### src/hw/rtl/event_slot_dispatcher_defines.svh
// Assertion macros used by the event slot dispatcher datapath.
`ifndef EVENT_SLOT_DISPATCHER_DEFINES_SVH
`define EVENT_SLOT_DISPATCHER_DEFINES_SVH

// Same-cycle implication, checked at every rising clock edge outside reset.
`define ESD_ASSERT_NOW(label, clk, rst, ante, cons) \
   label: assert property (@(posedge clk) disable iff (rst) (ante) |-> (cons)) \
      else $error("event slot dispatcher assertion failed");

// Next-cycle implication, checked at every rising clock edge outside reset.
`define ESD_ASSERT_NEXT(label, clk, rst, ante, cons) \
   label: assert property (@(posedge clk) disable iff (rst) (ante) |=> (cons)) \
      else $error("event slot dispatcher assertion failed");

`endif

### src/hw/rtl/esd_pkg.sv
// Shared constants, codes and command type of the event slot dispatcher.
package esd_pkg;

   localparam int SLOTS_DEFAULT = 32;
   localparam int ACTION_W      = 3;
   localparam int STATUS_W      = 3;
   localparam int HANDLE_W      = 5;
   localparam int SLOT_ID_W     = 8;
   localparam int WORD_W        = 16;
   localparam int MASK_W        = 32;

   localparam logic [ACTION_W-1:0] ACT_REGISTER    = 3'd0;
   localparam logic [ACTION_W-1:0] ACT_NOTIFY_DATA = 3'd1;
   localparam logic [ACTION_W-1:0] ACT_NOTIFY      = 3'd2;
   localparam logic [ACTION_W-1:0] ACT_CLEAR       = 3'd3;
   localparam logic [ACTION_W-1:0] ACT_DISPATCH    = 3'd4;

   localparam logic [STATUS_W-1:0] STS_OK      = 3'd0;
   localparam logic [STATUS_W-1:0] STS_NO_FREE = 3'd1;
   localparam logic [STATUS_W-1:0] STS_IDLE    = 3'd2;
   localparam logic [STATUS_W-1:0] STS_NULL    = 3'd3;
   localparam logic [STATUS_W-1:0] STS_BAD     = 3'd4;

   localparam logic [SLOT_ID_W-1:0] NULL_HANDLE = 8'd255;

   typedef struct packed {
      logic capture;
      logic execute;
   } esd_cmd_type;

endpackage

### src/hw/rtl/esd_datapath.sv
// Datapath of the event slot dispatcher: slot tables, pending bits and result register.
`include "event_slot_dispatcher_defines.svh"

module esd_datapath #(
   parameter int SLOTS = esd_pkg::SLOTS_DEFAULT
) (
   input  logic                           clock,
   input  logic                           reset,
   input  esd_pkg::esd_cmd_type           cmd,
   input  logic [esd_pkg::ACTION_W-1:0]   req_action,
   input  logic                           req_low_priority,
   input  logic [esd_pkg::WORD_W-1:0]     req_entry_address,
   input  logic [esd_pkg::SLOT_ID_W-1:0]  req_slot_handle,
   input  logic [esd_pkg::WORD_W-1:0]     req_payload,
   input  logic [esd_pkg::MASK_W-1:0]     req_clear_mask,
   output logic [esd_pkg::STATUS_W-1:0]   rsp_status,
   output logic [esd_pkg::HANDLE_W-1:0]   rsp_handle_out,
   output logic [esd_pkg::WORD_W-1:0]     rsp_entry_out,
   output logic [esd_pkg::WORD_W-1:0]     rsp_data_out
);
   import esd_pkg::*;

   localparam int SLOT_W = (SLOTS > 1) ? $clog2(SLOTS) : 1;

   logic [ACTION_W-1:0]  action_ff;
   logic                 low_ff;
   logic [WORD_W-1:0]    entry_addr_ff;
   logic [SLOT_ID_W-1:0] handle_ff;
   logic [WORD_W-1:0]    payload_ff;
   logic [MASK_W-1:0]    mask_ff;

   logic [SLOTS-1:0]     slot_used_ff, slot_used_in;
   logic [SLOTS-1:0]     pending_ff, pending_in;
   logic [SLOTS-1:0]     arg_valid_ff, arg_valid_in;
   logic [WORD_W-1:0]    entry_tab_ff [SLOTS];
   logic [WORD_W-1:0]    arg_tab_ff [SLOTS];

   logic [STATUS_W-1:0]  status_ff, status_in;
   logic [HANDLE_W-1:0]  handle_out_ff, handle_out_in;
   logic [WORD_W-1:0]    entry_out_ff, entry_out_in;
   logic [WORD_W-1:0]    data_out_ff, data_out_in;

   logic                 up_found, dn_found, alloc_found;
   logic [SLOT_W-1:0]    up_idx, dn_idx, alloc_idx, pick_idx, notify_idx;
   logic                 wr_entry, wr_arg;

   always_comb begin
      up_found = 1'b0;
      up_idx   = '0;
      dn_found = 1'b0;
      dn_idx   = '0;
      pick_idx = '0;
      for (int i = SLOTS - 1; i >= 0; i--) begin
         if (!slot_used_ff[i]) begin
            up_found = 1'b1;
            up_idx   = SLOT_W'(i);
         end
         if (pending_ff[i]) begin
            pick_idx = SLOT_W'(i);
         end
      end
      // The downward search stops above slot zero.
      for (int i = 1; i < SLOTS; i++) begin
         if (!slot_used_ff[i]) begin
            dn_found = 1'b1;
            dn_idx   = SLOT_W'(i);
         end
      end
   end

   assign alloc_found = low_ff ? dn_found : up_found;
   assign alloc_idx   = low_ff ? dn_idx : up_idx;
   assign notify_idx  = handle_ff[SLOT_W-1:0];

   always_comb begin
      slot_used_in  = slot_used_ff;
      pending_in    = pending_ff;
      arg_valid_in  = arg_valid_ff;
      status_in     = STS_OK;
      handle_out_in = '0;
      entry_out_in  = '0;
      data_out_in   = '0;
      wr_entry      = 1'b0;
      wr_arg        = 1'b0;
      case (action_ff)
         ACT_REGISTER: begin
            if (alloc_found) begin
               slot_used_in[alloc_idx] = 1'b1;
               wr_entry                = 1'b1;
               handle_out_in           = HANDLE_W'(alloc_idx);
            end else begin
               status_in = STS_NO_FREE;
            end
         end
         ACT_NOTIFY_DATA, ACT_NOTIFY: begin
            if (handle_ff == NULL_HANDLE) begin
               status_in = STS_NULL;
            end else if (handle_ff >= SLOT_ID_W'(SLOTS)) begin
               status_in = STS_BAD;
            end else begin
               pending_in[notify_idx] = 1'b1;
               if (action_ff == ACT_NOTIFY_DATA) begin
                  wr_arg                   = 1'b1;
                  arg_valid_in[notify_idx] = 1'b1;
               end
            end
         end
         ACT_CLEAR: begin
            pending_in = pending_ff & ~mask_ff[SLOTS-1:0];
         end
         ACT_DISPATCH: begin
            if (pending_ff == '0) begin
               status_in = STS_IDLE;
            end else begin
               pending_in[pick_idx] = 1'b0;
               handle_out_in        = HANDLE_W'(pick_idx);
               entry_out_in = slot_used_ff[pick_idx] ? entry_tab_ff[pick_idx] : '0;
               data_out_in  = arg_valid_ff[pick_idx] ? arg_tab_ff[pick_idx] : '0;
            end
         end
         default: begin
            status_in = STS_OK;
         end
      endcase
   end

   always_ff @(posedge clock) begin
      if (reset) begin
         slot_used_ff <= '0;
         pending_ff   <= '0;
         arg_valid_ff <= '0;
      end else if (cmd.execute) begin
         slot_used_ff <= slot_used_in;
         pending_ff   <= pending_in;
         arg_valid_ff <= arg_valid_in;
      end
   end

   always_ff @(posedge clock) begin
      if (cmd.capture) begin
         action_ff     <= req_action;
         low_ff        <= req_low_priority;
         entry_addr_ff <= req_entry_address;
         handle_ff     <= req_slot_handle;
         payload_ff    <= req_payload;
         mask_ff       <= req_clear_mask;
      end
      if (cmd.execute) begin
         status_ff     <= status_in;
         handle_out_ff <= handle_out_in;
         entry_out_ff  <= entry_out_in;
         data_out_ff   <= data_out_in;
         if (wr_entry) begin
            entry_tab_ff[alloc_idx] <= entry_addr_ff;
         end
         if (wr_arg) begin
            arg_tab_ff[notify_idx] <= payload_ff;
         end
      end
   end

   assign rsp_status     = status_ff;
   assign rsp_handle_out = handle_out_ff;
   assign rsp_entry_out  = entry_out_ff;
   assign rsp_data_out   = data_out_ff;

   `ESD_ASSERT_NEXT(a_state_held_when_quiet, clock, reset, !reset && !cmd.execute, $stable(slot_used_ff) && $stable(pending_ff))
   `ESD_ASSERT_NEXT(a_empty_dispatch_idle, clock, reset, cmd.execute && action_ff == ACT_DISPATCH && pending_ff == '0, status_ff == STS_IDLE)
   `ESD_ASSERT_NOW(a_dispatch_pick_pending, clock, reset, cmd.execute && action_ff == ACT_DISPATCH && pending_ff != '0, pending_ff[pick_idx] && !pending_in[pick_idx])

endmodule

### src/hw/rtl/esd_controller.sv
// Controller of the event slot dispatcher: sequences capture, execution and result handshake.
module esd_controller (
   input  logic                 clock,
   input  logic                 reset,
   input  logic                 req_valid,
   output logic                 req_stall,
   output logic                 rsp_valid,
   input  logic                 rsp_stall,
   output esd_pkg::esd_cmd_type cmd
);
   import esd_pkg::*;

   typedef enum logic {
      ST_IDLE,
      ST_EXEC
   } state_type;

   state_type state_ff, state_in;
   logic      rsp_valid_ff, rsp_valid_in;

   always_comb begin
      cmd.capture  = (state_ff == ST_IDLE) && req_valid;
      cmd.execute  = (state_ff == ST_EXEC) && (!rsp_valid_ff || !rsp_stall);
      state_in     = state_ff;
      rsp_valid_in = rsp_valid_ff;
      if (rsp_valid_ff && !rsp_stall) begin
         rsp_valid_in = 1'b0;
      end
      case (state_ff)
         ST_IDLE: begin
            if (req_valid) begin
               state_in = ST_EXEC;
            end
         end
         ST_EXEC: begin
            if (cmd.execute) begin
               state_in     = ST_IDLE;
               rsp_valid_in = 1'b1;
            end
         end
         default: begin
            state_in = ST_IDLE;
         end
      endcase
   end

   always_ff @(posedge clock) begin
      if (reset) begin
         state_ff     <= ST_IDLE;
         rsp_valid_ff <= 1'b0;
      end else begin
         state_ff     <= state_in;
         rsp_valid_ff <= rsp_valid_in;
      end
   end

   assign req_stall = (state_ff != ST_IDLE);
   assign rsp_valid = rsp_valid_ff;

endmodule

### src/hw/rtl/event_slot_dispatcher.sv
// Top level of the event slot dispatcher.
// The block keeps a table of event handler slots, each with a pending bit.
// Every request transaction carries one action (register, notify with data,
// notify only, clear mask, dispatch) and yields exactly one response
// transaction with status, handle, entry address and data word.
// A request is taken when req_valid is high and req_stall is low; a response
// is taken when rsp_valid is high and rsp_stall is low.
// The request is captured in the idle state and executed in the execute state,
// which loads the result registers and raises rsp_valid. Each request occupies
// the slot search and update logic until it has executed, and req_stall stays
// high till then. The next request can be taken while the previous response
// still waits. When the receiver stalls, the response is held and the block
// finishes no further request until the response has been taken.
// Reset clears all slot allocations, pending bits and data-valid flags at
// once; the block is ready for a request as soon as reset is released.
module event_slot_dispatcher #(
   parameter int SLOTS = esd_pkg::SLOTS_DEFAULT
) (
   input  logic                           clock,
   input  logic                           reset,
   input  logic                           req_valid,
   output logic                           req_stall,
   input  logic [esd_pkg::ACTION_W-1:0]   req_action,
   input  logic                           req_low_priority,
   input  logic [esd_pkg::WORD_W-1:0]     req_entry_address,
   input  logic [esd_pkg::SLOT_ID_W-1:0]  req_slot_handle,
   input  logic [esd_pkg::WORD_W-1:0]     req_payload,
   input  logic [esd_pkg::MASK_W-1:0]     req_clear_mask,
   output logic                           rsp_valid,
   input  logic                           rsp_stall,
   output logic [esd_pkg::STATUS_W-1:0]   rsp_status,
   output logic [esd_pkg::HANDLE_W-1:0]   rsp_handle_out,
   output logic [esd_pkg::WORD_W-1:0]     rsp_entry_out,
   output logic [esd_pkg::WORD_W-1:0]     rsp_data_out
);
   import esd_pkg::*;

   esd_cmd_type cmd;

   esd_controller u_controller (
      .clock     (clock),
      .reset     (reset),
      .req_valid (req_valid),
      .req_stall (req_stall),
      .rsp_valid (rsp_valid),
      .rsp_stall (rsp_stall),
      .cmd       (cmd)
   );

   esd_datapath #(
      .SLOTS (SLOTS)
   ) u_datapath (
      .clock             (clock),
      .reset             (reset),
      .cmd               (cmd),
      .req_action        (req_action),
      .req_low_priority  (req_low_priority),
      .req_entry_address (req_entry_address),
      .req_slot_handle   (req_slot_handle),
      .req_payload       (req_payload),
      .req_clear_mask    (req_clear_mask),
      .rsp_status        (rsp_status),
      .rsp_handle_out    (rsp_handle_out),
      .rsp_entry_out     (rsp_entry_out),
      .rsp_data_out      (rsp_data_out)
   );

endmodule

### config.mk
export PLATFORM = sky130hd
export DESIGN_NAME = event_slot_dispatcher
export DESIGN_NICKNAME = d
export VERILOG_FILES = /design/src/hw/rtl/esd_pkg.sv /design/src/hw/rtl/esd_datapath.sv /design/src/hw/rtl/esd_controller.sv /design/src/hw/rtl/event_slot_dispatcher.sv
export VERILOG_INCLUDE_DIRS = /design/src /design/src/hw/rtl
export SDC_FILE = /design/constraint.sdc
export NUM_CORES = 1
export LEC_CHECK = 0
export BUFFER_PORTS_ARGS = -buffer_cell sky130_fd_sc_hd__buf_2
export CAP_MARGIN = 30
export CORE_MARGIN = 2
export CORE_UTILIZATION = 61
export CTS_CLUSTER_DIAMETER = 150
export DETAILED_ROUTE_END_ITERATION = 8
export PLACE_DENSITY = 0.84
export SYNTH_ARGS = -nofsm -noshare
export SYNTH_HDL_FRONTEND = slang
export SYNTH_SLANG_ARGS = --single-unit
### constraint.sdc
create_clock -name clock -period 6.24 [get_ports clock]
set_clock_uncertainty 0.15 [all_clocks]
set_input_delay 1.248 -clock clock [delete_from_list [all_inputs] [get_ports clock]]
set_output_delay 1.248 -clock clock [all_outputs]
set_load 0.02 [all_outputs]
# Word-level counts from Yosys, hierarchy flattened
# Memory sizes are Yosys's and may differ from the RTL's. A register that Yosys moved wholly into a read port is not among the register bits.
# Index checks and enable logic that the tools add are counted.
[word_totals]
mem_bits_rw = 1024
word_cells = 261
memories = 2
out_inout_bits = 42
register_bits = 182
input_bits = 80
[memory_table]
columns = ["memory", "words", "width", "read_ports", "rd_ports_with_merged_regs", "write_ports", "line", "source"]
rows = [
  ["u_datapath.arg_tab_ff", 32, 16, 1, 1, 1, "esd_datapath.sv:36", "logic [WORD_W-1:0] arg_tab_ff [SLOTS];"],
  ["u_datapath.entry_tab_ff", 32, 16, 1, 1, 1, "esd_datapath.sv:35", "logic [WORD_W-1:0] entry_tab_ff [SLOTS];"],
]
[op_classes]
bitwise = 13
n_reduce_logical = 18
mux = 200
eq_ne = 8
n_lt_le_gt_ge = 7
[op_table]
columns = ["operator", "count"]
rows = [
  ["2-to-1 mux 5 bit", 83],
  ["2-to-1 mux 32 bit", 3],
  ["bitwise OR 32 bit", 3],
  ["one-hot mux 32 bit (3 select lines)", 1],
  ["2-to-1 mux 1 bit", 88],
  ["AND 32 bit", 2],
  ["inverter 32 bit", 2],
  ["logical NOT 32 bit", 1],
  ["2-to-1 mux 4 bit", 8],
  ["less-than comparator 5 x 6 -> 1 bit, second input constant", 3],
  ["2-to-1 mux 3 bit", 6],
  ["demux 1 bit (select 5 bit)", 3],
  [">= comparator 5 x 1 -> 1 bit, second input constant", 3],
  ["binary-select mux 1 bit (select 5 bit)", 2],
  ["one-hot mux 5 bit (2 select lines)", 1],
  ["AND reduction 5 bit", 2],
  ["one-hot mux 3 bit (3 select lines)", 1],
  ["equality test 8 bit, second input constant", 1],
  [">= comparator 8 x 6 -> 1 bit, second input constant", 1],
  ["equality test 3 x 2 -> 1 bit, second input constant", 2],
  ["logical AND 1 bit", 6],
  ["2-to-1 mux 2 bit", 3],
  ["inequality test 2 bit, second input constant", 3],
  ["inverter 1 bit", 6],
  ["other kinds (10)", 12],
]

# Longest topological paths before layout
[depth]
depth_word = 40
ltp_mapped = 13
depth_no_buf = 9

# Cells and area by module
# From an unflattened synthesis, not the netlist that was laid out.
[hier_totals]
cells_unflattened = 3731
hier_area_um2 = 49775.2
[modules_own_cells]
columns = ["module", "seq_area_each_um2", "cells_each", "area_per_inst_um2", "n_inst"]
rows = [
  ["esd_datapath", 36154.7, 3722, 49682.6, 1],
  ["esd_controller", 40.0, 9, 92.6, 1],
]

# Least setup slack after synthesis
# No wires, ideal clock.
[synth_timing]
path_type = "input -> register"
from = "input rsp_stall"
to = "memory u_datapath.arg_tab_ff[24][0], enable pin"
path_buffers = 1
t_arrival_ps = 5357
setup_time_ps = 390
cell_stages = 6
required_ps = 5700
setup_slack_ps = 343
cell_sequence = "a21boi_1 -> nand2_1 -> or4b_2 -> or3_1 -> clkbuf_1 -> nor2_1"
[synth_via]
elab_chain_len = 5
[synth_lines]
columns = ["item", "line", "source"]
rows = [
  ["from (decl)", "event_slot_dispatcher.sv:30", "input logic rsp_stall,"],
  ["logical NOT 1 bit", "esd_controller.sv:23", "cmd.execute = (state_ff == ST_EXEC) && (!rsp_valid_ff || !rsp_stall);"],
  ["logical OR 1 bit", "esd_controller.sv:23", ""],
  ["logical AND 1 bit", "esd_controller.sv:23", ""],
  ["2-to-1 mux 1 bit", "esd_datapath.sv:148", "if (cmd.execute) begin"],
  ["2-to-1 mux 1 bit (not written as such)", "esd_datapath.sv:157", "arg_tab_ff[notify_idx] <= payload_ff;"],
  ["to (decl)", "esd_datapath.sv:36", ""],
]
# Every way passes these cells.

# Worst setup path after layout
[layout_timing]
from = "register u_datapath.pending_ff[27]"
to = "register u_datapath.entry_out_ff[11], in the netlist u_datapath.rsp_entry_out[11], data pin"
[layout_via]
elab_chain_len = 32
word_cells_on_any_way = 33
classes_between = "30 x mux; 1 x bitwise; 2 x reduce/logical"
[layout_lines]
columns = ["item", "line", "source"]
rows = [
  ["from (decl)", "esd_datapath.sv:33", "logic [SLOTS-1:0] pending_ff, pending_in;"],
  ["from (signal assigned)", "esd_datapath.sv:134", "pending_ff <= pending_in;"],
  ["2-to-1 mux 5 bit (28 in series)", "esd_datapath.sv:58", "if (pending_ff[i]) begin"],
  ["binary-select mux 1 bit (select 5 bit)", "esd_datapath.sv:117", "entry_out_in = slot_used_ff[pick_idx] ? entry_tab_ff[pick_idx] : '0;"],
  ["2-to-1 mux 1 bit (not written as such)", "esd_datapath.sv:117", ""],
  ["inverter 1 bit (no line)", "-", ""],
  ["OR reduction 3 bit (no line)", "-", ""],
  ["to (signal assigned)", "esd_datapath.sv:151", "entry_out_ff <= entry_out_in;"],
  ["to (decl)", "esd_datapath.sv:40", "logic [WORD_W-1:0] entry_out_ff, entry_out_in;"],
]
# Parallel ways exist; a longest one is shown, timed or not. The select of a mux whose other input is x is not followed.
# A chain may end at the register's enable or synchronous reset.

==> out/metrics.cfg <==
[synth]
synthMuxAreaShare_pct = 4.507
yosysTopAreaCell = edfxtp_1
syn-num-nets = 3561
syn_avg_cell_area_um2 = 13.86
synth-simple-area-share_pct = 9.754
synth_fa_ha_area_share_pct = 0
ys_seq_area_share_pct = 75.02
synth_cell_types = 80
async_flop_share_pct = 0
yosysTopAreaCellShare_pct = 70.95
ys_top_cells_by_area = edfxtp_1 (71%), nand2_1 (5.3%), mux2i_1 (4.3%), dfxtp_1 (4.1%), a21oi_1 (3.6%)
synth-compound-area-share_pct = 8.729
synth_xor_area_share_pct = 0.01815
synthFlopType = edfxtp_1
synth_edf_count = 1140
syn_inst = 3481
ys_warn_count = 0
synth_area_um2 = 48250
synth_top_family_by_area = simple AND/OR/NAND/NOR gates
ys_ff_latch = 1238

[setup_path]
crit_path_start = u_datapath.pending_ff[27]
critPathLaunchType = flip-flop
worstPathMaxFanout = 69
cp.arrival_ps = 4970
path_class = flip-flop to flip-flop
cp-end-kind = flip-flop
required_ps = 6620
reg2reg_from = u_datapath.pending_ff[27]

[timing]
hold_viol_final = 0
grt_setup_unrepaired = false
fmax_mhz = 218.0
fin_crit_sh_pct = 73.52
worstMarginPinSlew_ps = 1224
period_needed_ps = 4588
setup_viol = 0
final_max_slew_viol_count = 0
slew_headroom_pct = 17.66
fin_tns_setup_ps = 0

[finish]
fin_util_pct = 70.04
final-seq-area_um2 = 36190
drive_above_1_share_pct = 13.76
layout_common_cells = edfxtp_1 (1140), nand2_1 (682), a21oi_1 (345), mux2i_1 (206), nor2_1 (130)
finalNetCount = 3735
fillCellCount = 4785
area_growth_syn_to_layout_pct = 14.13
design_area_um2 = 55060
final_common_cell = edfxtp_1
finalNonFillerCells = 4801
multiInputGateArea_um2 = 11330

[placement]
dpl_cell_area_um2 = 51120
dp_hpwl_mm = 81.78
dp.cells = 4574
gp_congestion = 0.9655
port-buffer-count = 121

[cts]
clkTransAtPathRegs_ps = 70
htree_levels = 3
ctsRootBufferMaster = clkbuf_16
clock-sinks = 1238
cts_hold_buf = 0
clk_latency_ps = 700
cts_setup_buffers = 0
cts_buffer_depth = 3
cts_resized = 0
cts_made_buffers = 115
cts_tree = built

[global_route]
antenna_found_initial = 1
grt_pass1_vias = 31374
grt_usage_pct = 32.57
grt_max_degree = 140
grt_pass1_wl_mm = 195.6
grt_overflow = 0

[die]
die_area_um2 = 81360
die_y_um = 285.2
core_region_area_um2 = 78610
start_util_pct = 61.37
rows = 103
die-width_um = 285.2
ios = 122

[pwr]
p_comb_share_pct = 2.5
power_switching_uw = 3381
power.density_nw_per_um2 = 300.3
p_int_uw = 13150
power.share.clock_pct = 41.9
p_sw_share_pct = 20.45
seqPwrFrac_pct = 55.6
leakage_uw = 0.01962
peakVddDrop_mv = 0.3337

[detailed_routing]
final_antenna_net_count = 0
drc = 0
first_iter_violations = 5201
vias_per_cell = 6.716
vias = 32244
wl_per_cell_um = 28.08
wl_mm = 134.8
firstDrtPassIters = 6

[job]
drv_cap = 0

[min_path]
min_path_type = flip-flop to flip-flop
min_from = u_datapath.arg_valid_ff[11]

[status]
status = finished clean

-- sequential cells by signal, summed over array words and instances (netlist names), 32 cells and up --
register / cells
u_datapath.arg_valid_ff: 32
u_datapath.slot_used_ff: 32
u_datapath.entry_tab_ff: 512
u_datapath.pending_ff: 32
u_datapath.arg_tab_ff: 512
u_datapath.mask_ff: 32
-- worst max-delay path, cell delays in order, from the launching register on --
cell      delay, ps
dfxtp_1         400
nor2_1           70
a221o_1         350
a211oi_2        600
o221a_4         590
buf_4           600
buf_4           710
nand2_1         190
a21oi_1         240
nor4_1          170
a31oi_1         270
-- synth_stat cells, types with 9 or more instances --
cell      number
o21ai_0       51
a21oi_1      345
inv_1         37
mux2i_1      206
nand3_1       17
a221oi_1      33
clkbuf_1     142
edfxtp_1    1140
o221ai_1      18
nor2_1       176
dfxtp_1       98
nand2_1      687
or3_1         12
a31oi_1       39
nand2b_1      11
or2_2         10
nand4_1        9
buf_1         25
nor4_1       102
mux2_2        10
nor3_1        27
buf_2         25
a211oi_1      36
o22ai_1      105
-- area by class of cell --
| cell class | instances | share of cell area (%) |
|---|---|---|
| Antenna cell | 2 | 0.009089 |
| Multi-Input combinational cell | 2008 | 20.58 |
| Clock buffer | 149 | 5.554 |
| Timing Repair Buffer | 255 | 4.367 |
| Inverter | 37 | 0.2522 |
| Tap cell | 1050 | 2.386 |
| Sequential cell | 1238 | 65.73 |
| Clock inverter | 62 | 1.116 |
-- stage by stage --
step | power, µW | worst slack (ps) | hold WS [ps]
6_report | 16530 | 1653 | 327.0
5_1_grt | 16860 | 1500 | 350.4
4_1_cts | 16510 | 1741 | 322.6
3_5_place_dp | 9748 | 1629 | 308.1
3_3_place_gp | 9689 | 1756 | 293.2
2_1_floorplan | 9505 | 342.8 | 283.5
-- layer usage --
layer | GRT usage, % | up-vias | part of all wire [%]
met5 | 0 | - | 0
met4 | 18.14 | 0 | 6.4
met3 | 5.440 | 529 | 12
met2 | 52.72 | 2625 | 48
met1 | 42.40 | 15606 | 34
li1 | - | 13484 | -
-- kinds of logic after synthesis --
logic type	Yosys count
muxes	216
and+or+nand+nor	1095
buffers and inverters	235
AOI/OAI and AO/OA	696
xor gates and xnor gates	1
DFF	1238
-- power by group through the flow --
stage / Sequential (µW) / Clock [µW] / Combinational, µW
2_1_floorplan: 9400 / 0 / 106
3_3_place_gp: 9440 / 0 / 249
3_5_place_dp: 9380 / 0 / 367
4_1_cts: 9210 / 6930 / 368
5_1_grt: 9190 / 7240 / 422
6_report: 9190 / 6930 / 407
-- path summary, 6_finish.rpt --
kind | end | slack, ps | cells after the start
worst max-delay path | u_datapath.rsp_entry_out[11] | 1650 | 10
worst min-delay path | u_datapath.arg_valid_ff[11] | 330 | 2
worst max register to register | u_datapath.rsp_entry_out[11] | 1650 | 10
worst min register to register | u_datapath.arg_valid_ff[11] | 330 | 2
No activity file was read; power rests on OpenSTA's default activity.
